[config.mk]
export PLATFORM = sky130hd
export DESIGN_NAME = spark_period_tachometer
export DESIGN_NICKNAME = d
export VERILOG_FILES = /design/src/rtl/core/sptach_pkg.sv /design/src/rtl/core/spark_period_tachometer.sv
export SDC_FILE = /design/constraint.sdc
export NUM_CORES = 1
export LEC_CHECK = 0
export ABC_AREA = 1
export BUFFER_PORTS_ARGS = -buffer_cell sky130_fd_sc_hd__buf_2
export CAP_MARGIN = 20
export CORE_ASPECT_RATIO = 1.2
export CORE_MARGIN = 3
export CORE_UTILIZATION = 59
export CTS_CLUSTER_SIZE = 25
export DETAILED_ROUTE_END_ITERATION = 10
export PLACE_DENSITY = 0.76
export SETUP_SLACK_MARGIN = 0.4
export SYNTH_ARGS = -nofsm -noshare
export SYNTH_HDL_FRONTEND = slang
export SYNTH_SLANG_ARGS = --single-unit
[constraint.sdc]
create_clock -name clk -period 10.5 [get_ports clk]
set_input_delay 0 -clock clk [delete_from_list [all_inputs] [get_ports clk]]
set_output_delay 0 -clock clk [all_outputs]
set_load 0.02 [all_outputs]
[src/rtl/core/sptach_pkg.sv]
package sptach_pkg;

	localparam int unsigned TIME_W   = 32;
	localparam int unsigned RPM_W    = 26;
	localparam int unsigned IVL_W    = 16;
	localparam int unsigned STEP_W   = $clog2(TIME_W);

	localparam logic [TIME_W-1:0] USEC_PER_MINUTE = TIME_W'(60000000);
	localparam logic [IVL_W-1:0]  INTERVAL_RESET  = IVL_W'(1000);
	localparam logic [STEP_W-1:0] LAST_STEP       = STEP_W'(TIME_W - 1);

	// sequencer states
	typedef enum logic [1:0] {
		ST_IDLE,
		ST_DIV_AVG,
		ST_DIV_RPM,
		ST_WAIT
	} state_t;

endpackage

[src/rtl/core/spark_period_tachometer.sv]
// An item that does not close a window, or closes one with no sparks, loads
// the output register directly when it is free; one that closes a window with
// sparks first runs the avg divide and, for a nonzero avg, the rpm divide.
// One item per cycle between window closes while the output is not stalled; the
// shared 1-bit-per-cycle restoring divider sets the close cost. Reset (arst_n low)
// clears all state but the divider and output data; interval returns to 1000 ms.
module spark_period_tachometer (
	input  logic        clk,
	input  logic        arst_n,
	// config: update_interval_ms
	input  logic        cfg_valid,
	output logic        cfg_ready,
	input  logic [15:0] cfg_data,
	// input items
	input  logic        s_tvalid,
	output logic        s_tready,
	input  logic [71:0] s_tdata,  // [0] pin_level, [32:1] time_us, [64:33] time_ms, pad
	// result items
	output logic        m_tvalid,
	input  logic        m_tready,
	output logic [31:0] m_tdata   // [25:0] rpm_value, [26] rpm_updated, pad
);
	import sptach_pkg::*;

	// field unpack
	logic              pin_level;
	logic [TIME_W-1:0] time_us;
	logic [TIME_W-1:0] time_ms;
	assign pin_level = s_tdata[0];
	assign time_us   = s_tdata[32:1];
	assign time_ms   = s_tdata[64:33];

	// architectural state
	logic [IVL_W-1:0]  interval_q;
	logic              pulse_q;
	logic [TIME_W-1:0] prev_spark_q;
	logic [TIME_W-1:0] spark_count_q;
	logic [TIME_W-1:0] interval_sum_q;
	logic [RPM_W-1:0]  rpm_q;
	logic [TIME_W-1:0] window_end_q;

	// sequencer / output
	state_t            state_q, state_d;
	logic              pend_upd_q;
	logic              m_tvalid_q;
	logic [RPM_W-1:0]  out_rpm_q;
	logic              out_upd_q;

	// shared divider
	logic [TIME_W-1:0] rem_q;
	logic [TIME_W-1:0] quo_q;
	logic [TIME_W-1:0] dvs_q;
	logic [STEP_W-1:0] step_q;
	logic [TIME_W+1:0] trial;
	logic              trial_ge;
	logic [TIME_W-1:0] rem_next;
	logic [TIME_W-1:0] quo_next;

	// control
	logic              in_acc;
	logic              rising;
	logic [TIME_W-1:0] cnt_new;
	logic [TIME_W-1:0] sum_new;
	logic              close;
	logic              out_free;
	logic              out_load;
	logic              out_upd_d;
	logic              div_start_avg;
	logic              div_start_rpm;
	logic              div_step;
	logic              rpm_load;

	assign cfg_ready = 1'b1;
	assign in_acc    = s_tvalid && s_tready;

	// spark detect runs before the window check
	assign rising  = pin_level && !pulse_q;
	assign cnt_new = spark_count_q + {{(TIME_W-1){1'b0}}, rising};
	assign sum_new = rising ? (interval_sum_q + (time_us - prev_spark_q)) : interval_sum_q;
	assign close   = time_ms > window_end_q;  // plain unsigned compare

	assign out_free = !m_tvalid_q || m_tready;

	// restoring divide, one quotient bit per cycle
	assign trial    = {1'b0, rem_q, quo_q[TIME_W-1]} - {2'b00, dvs_q};
	assign trial_ge = !trial[TIME_W+1];
	assign rem_next = trial_ge ? trial[TIME_W-1:0] : {rem_q[TIME_W-2:0], quo_q[TIME_W-1]};
	assign quo_next = {quo_q[TIME_W-2:0], trial_ge};

	always_ff @(posedge clk or negedge arst_n) begin
		if (!arst_n) begin
			state_q <= ST_IDLE;
		end else begin
			state_q <= state_d;
		end
	end

	always_comb begin
		state_d       = state_q;
		s_tready      = 1'b0;
		out_load      = 1'b0;
		out_upd_d     = pend_upd_q;
		div_start_avg = 1'b0;
		div_start_rpm = 1'b0;
		div_step      = 1'b0;
		rpm_load      = 1'b0;
		case (state_q)
			ST_IDLE: begin
				s_tready = 1'b1;
				if (s_tvalid) begin
					if (close && (cnt_new != '0)) begin
						div_start_avg = 1'b1;
						state_d       = ST_DIV_AVG;
					end else if (out_free) begin
						out_load  = 1'b1;
						out_upd_d = close;
					end else begin
						state_d = ST_WAIT;
					end
				end
			end
			ST_DIV_AVG: begin
				div_step = 1'b1;
				if (step_q == LAST_STEP) begin
					// zero average leaves rpm as is
					if (quo_next != '0) begin
						div_start_rpm = 1'b1;
						state_d       = ST_DIV_RPM;
					end else begin
						state_d = ST_WAIT;
					end
				end
			end
			ST_DIV_RPM: begin
				div_step = 1'b1;
				if (step_q == LAST_STEP) begin
					rpm_load = 1'b1;
					state_d  = ST_WAIT;
				end
			end
			ST_WAIT: begin
				if (out_free) begin
					out_load = 1'b1;
					state_d  = ST_IDLE;
				end
			end
			default: begin
				state_d = ST_IDLE;
			end
		endcase
	end

	// config and tachometer state
	always_ff @(posedge clk or negedge arst_n) begin
		if (!arst_n) begin
			interval_q     <= INTERVAL_RESET;
			pulse_q        <= 1'b0;
			prev_spark_q   <= '0;
			spark_count_q  <= '0;
			interval_sum_q <= '0;
			rpm_q          <= '0;
			window_end_q   <= '0;
			pend_upd_q     <= 1'b0;
		end else begin
			if (cfg_valid && cfg_ready) begin
				interval_q <= cfg_data;
			end
			if (in_acc) begin
				pulse_q    <= pin_level;
				pend_upd_q <= close;
				if (rising) begin
					prev_spark_q <= time_us;
				end
				if (close) begin
					spark_count_q  <= '0;
					interval_sum_q <= '0;
					window_end_q   <= time_ms + {{(TIME_W-IVL_W){1'b0}}, interval_q};
				end else begin
					spark_count_q  <= cnt_new;
					interval_sum_q <= sum_new;
				end
			end
			if (rpm_load) begin
				rpm_q <= quo_next[RPM_W-1:0];
			end
		end
	end

	// divider step counter
	always_ff @(posedge clk or negedge arst_n) begin
		if (!arst_n) begin
			step_q <= '0;
		end else if (div_start_avg || div_start_rpm) begin
			step_q <= '0;
		end else if (div_step) begin
			step_q <= step_q + STEP_W'(1);
		end
	end

	// divider datapath: avg = sum / count, then rpm = 60e6 / avg
	always_ff @(posedge clk) begin
		if (div_start_avg) begin
			rem_q <= '0;
			quo_q <= sum_new;
			dvs_q <= cnt_new;
		end else if (div_start_rpm) begin
			rem_q <= '0;
			quo_q <= USEC_PER_MINUTE;
			dvs_q <= quo_next;
		end else if (div_step) begin
			rem_q <= rem_next;
			quo_q <= quo_next;
		end
	end

	// output register
	always_ff @(posedge clk or negedge arst_n) begin
		if (!arst_n) begin
			m_tvalid_q <= 1'b0;
		end else if (out_load) begin
			m_tvalid_q <= 1'b1;
		end else if (m_tready) begin
			m_tvalid_q <= 1'b0;
		end
	end

	always_ff @(posedge clk) begin
		if (out_load) begin
			out_rpm_q <= rpm_q;
			out_upd_q <= out_upd_d;
		end
	end

	assign m_tvalid = m_tvalid_q;
	assign m_tdata  = {5'b00000, out_upd_q, out_rpm_q};

endmodule

==> results.ini <==
[layout]
regArea_um2=7885
multiInputGateArea_um2=10260
drive_gt1_share_pct=8.263
syn2layout_area_growth_pct=15.02
fin_nets=3051
fillers=2796
final_cell_mix=617 x nand2_1, 401 x inv_1, 260 x o21ai_0
antenna_cells=0
layout_commonest_cell=nand2_1

[worst_setup_path]
crit_path_max_incr_delay_ns=0.88
endpoint_kind=flop
crit_chain=inv_1 -> nand2_1 -> inv_2 -> ha_1 -> ha_1 -> nand2_2 -> nor2_4 -> nand2_2 -> nor2_1 -> nand2_1 -> nand2_1 -> nand2_1 -> nor2_1 -> nand2_1 -> nor2_1 -> nand3_1 -> nand3_2 -> buf_4 -> nand2_2 -> buf_4
reg2reg_slack_ns=4.08
cp_top_family=simple AND/OR/NAND/NOR gates
slowest_stage=inv_2
path_max_fanout=101
start_kind=flop
crit_buf_inv=4
timing.critical_path.mode_cell=nand2_1
critical_path_class=flop to flop
required_ns=10.72
arrival_ns=6.64

[sta]
skew_ns=0.01947
slew_headroom_pct=32.48
tns_ns=0
final_hold_viol_count=0
final_max_slew_viol_count=0
finalSetupViolations=0
tightest_slew_ns=1.013
rsz0062_at_grt=no
layout_min_cycle_time_ns=6.419
final_min_period_over_clock_period_pct=61.14
fmax_mhz=155.8

[power]
peakVddDrop_uv=284.3
leakagePower_nw=10.85
power_density_nw_per_um2=339.5
totalPowerFinal_mw=7.819

[worst_hold_path]
hold_class=input pin to flop

[clocking]
cts_buffer_depth=3
clkTransAtPathRegs_ns=0.06
worst_skew_pair.late_latency_ns=0.54
clkSinkCount=303
cts_buffers=35
root_buffer=clkbuf_16
htreeDepth=2
cts_tree=built
cts_setup_buffers=0

[placement]
dp_hpwl_um=41340
place_congestion=0.9381
io_buffers=114

[drt]
wirelength_um=57900
dr.pass1.iters=7
drt_iter0_drc=1568
wl_per_cell_um=17.64
vias=18353
drc=0
ant_nets=0
viasPerCell=5.592

[synth]
yosysTopAreaCell=dfrtp_1
ys_top_cells_by_area=dfrtp_1 22%, edfxtp_1 14%, nand2_1 12%
ys_seq_elements=303
yosysSeqAreaShare_pct=39.38
yosys_warnings=0
syn_area_um2=20020
ys_async_sr_fraction_pct=59.41
synth_ff_type=dfrtp_1
synth_cell_types=50
yosys.area.top_type_share_pct=21.75
syn_area_per_cell_um2=7.645
synth_cells=2619
synth_edf_count=91

[floorplan]
io_pins=128
die_y_um=207.8
design.core.area_um2=33340
rows=73
initial_core_util_pct=60.06
dieArea_um2=36190
die_w_um=174.2

[global_route]
track_usage_pct=31.73
overflow=0
grt_pass1_vias=18359
grtUsageMet3_pct=3.970
grt_first_pass_wirelength_um=92720
antenna_found_initial=1
grt_max_degree=114
use_met2_pct=56.57
grt_util_met1_pct=38.89
top_usage_layer=met2

[run_status]
outcome=finished, final reports clean

[job]
cap_violations=0

[what timing repair did]
action                    in CTS  in global routing
hold buffers                  93                  0
resized for setup              0                  0
hold endpoints to repair     178                  0
[power by group]
| part | internal, mW | leakage, nW | switching (mW) | total, mW |
|---|---|---|---|---|
| combinational | 1.53 | 6.83 | 3.01 | 4.53 |
| sequential | 1.77 | 3.46 | 0.286 | 2.05 |
| clock | 0.733 | 0.557 | 0.499 | 1.23 |
[final cells by class]
class / instances / share of cell area (%)
Clock buffer: 49 / 4.118
Clock inverter: 15 / 0.8040
Inverter: 406 / 6.617
Multi-Input combinational cell: 1839 / 44.57
Sequential cell: 303 / 34.24
Tap cell: 450 / 2.445
Timing Repair Buffer: 220 / 7.209
[through the flow]
stage               utilization (%)  hold slack [ns]  worst slack [ns]  area [um^2]  cells
global route                  69.08          0.06115             3.526        23030   3282
global placement              62.66           0.2146             4.247        20890   3122
finish                        69.08          0.03341             4.081        23030   3282
CTS                           68.86          0.01433             4.154        22960   3279
floorplan                         -          -0.2956             6.027        20040   2623
detailed placement            62.66           0.2171             4.183        20890   3122
[state kept, by name (all words and copies together), names as in the netlist]
name and count:
pulse_q 1, quo_q 32, out_rpm_q 26, m_tvalid 1, spark_count_q 32, interval_q 16
step_q 5, prev_spark_q 32, rpm_q 26, interval_sum_q 32, out_upd_q 1, pend_upd_q 1
rem_q 32, window_end_q 32, dvs_q 32, state_q 2
[synthesized netlist by cell type, types with 8 or more instances]
| library cell | number |
|---|---|
| or2_2 | 8 |
| o21bai_1 | 13 |
| nand3_1 | 118 |
| dfrtp_1 | 174 |
| nor2_1 | 210 |
| inv_1 | 401 |
| ha_1 | 120 |
| buf_4 | 12 |
| dfxtp_1 | 32 |
| o21ai_0 | 260 |
| nand2_1 | 618 |
| mux2_2 | 18 |
| xnor2_1 | 30 |
| a21oi_1 | 163 |
| xor2_1 | 28 |
| a21o_1 | 13 |
| buf_1 | 9 |
| o21ai_1 | 11 |
| nor3_1 | 26 |
| clkbuf_1 | 43 |
| edfxtp_1 | 91 |
| fa_1 | 33 |
| o211ai_1 | 14 |
| o21a_1 | 10 |
| o22ai_1 | 63 |
| nand4_1 | 27 |
[worst paths after layout]
path                                       start                             to  cells after the start
setup / recovery             pulse_q$_DFFE_PN0P_            dvs_q[24]$_DFFE_PP_                     20
hold / removal                       s_tdata[37]    window_end_q[4]$_DFFE_PN0P_                      5
setup reg to reg             pulse_q$_DFFE_PN0P_            dvs_q[24]$_DFFE_PP_                     20
hold reg to reg            rpm_q[25]$_DFFE_PN0P_        out_rpm_q[25]$_DFFE_PP_                      0
max in group asynchronous                 arst_n    prev_spark_q[0]$_DFFE_PN0P_                      3
min in group asynchronous                 arst_n  spark_count_q[22]$_DFFE_PN0P_                      2
[tightest hold or removal path, cell delays in order]
cell and delay, ns:
buf_2 0.10, ha_1 0.21, xor2_1 0.08, nand2_1 0.06, o21ai_0 0.07
[metal layers]
metal / routed length (um) / share of wire, %
met5: 0 / 0
met4: 2411 / 4.2
met3: 3120 / 5.4
met1: 22990 / 40
met2: 29380 / 51
[logic make-up (layout without fill, tap and decap cells)]
kind of cell / count (synthesis) / in the layout / share of synthesized area, %
multiplexers: 18 / 18 / 1.012
flip-flops: 303 / 303 / 39.38
adder cells (fa/ha/maj): 153 / 153 / 10.80
AND/OR/NAND/NOR: 1036 / 1036 / 21.25
XOR/XNOR: 58 / 58 / 2.537
buffers and inverters: 481 / 690 / 9.498
other: 2 / 6 / 0.03751
AO/OA/AOI/OAI: 568 / 568 / 15.48
Note: power is estimated with default switching activity, not from simulation.
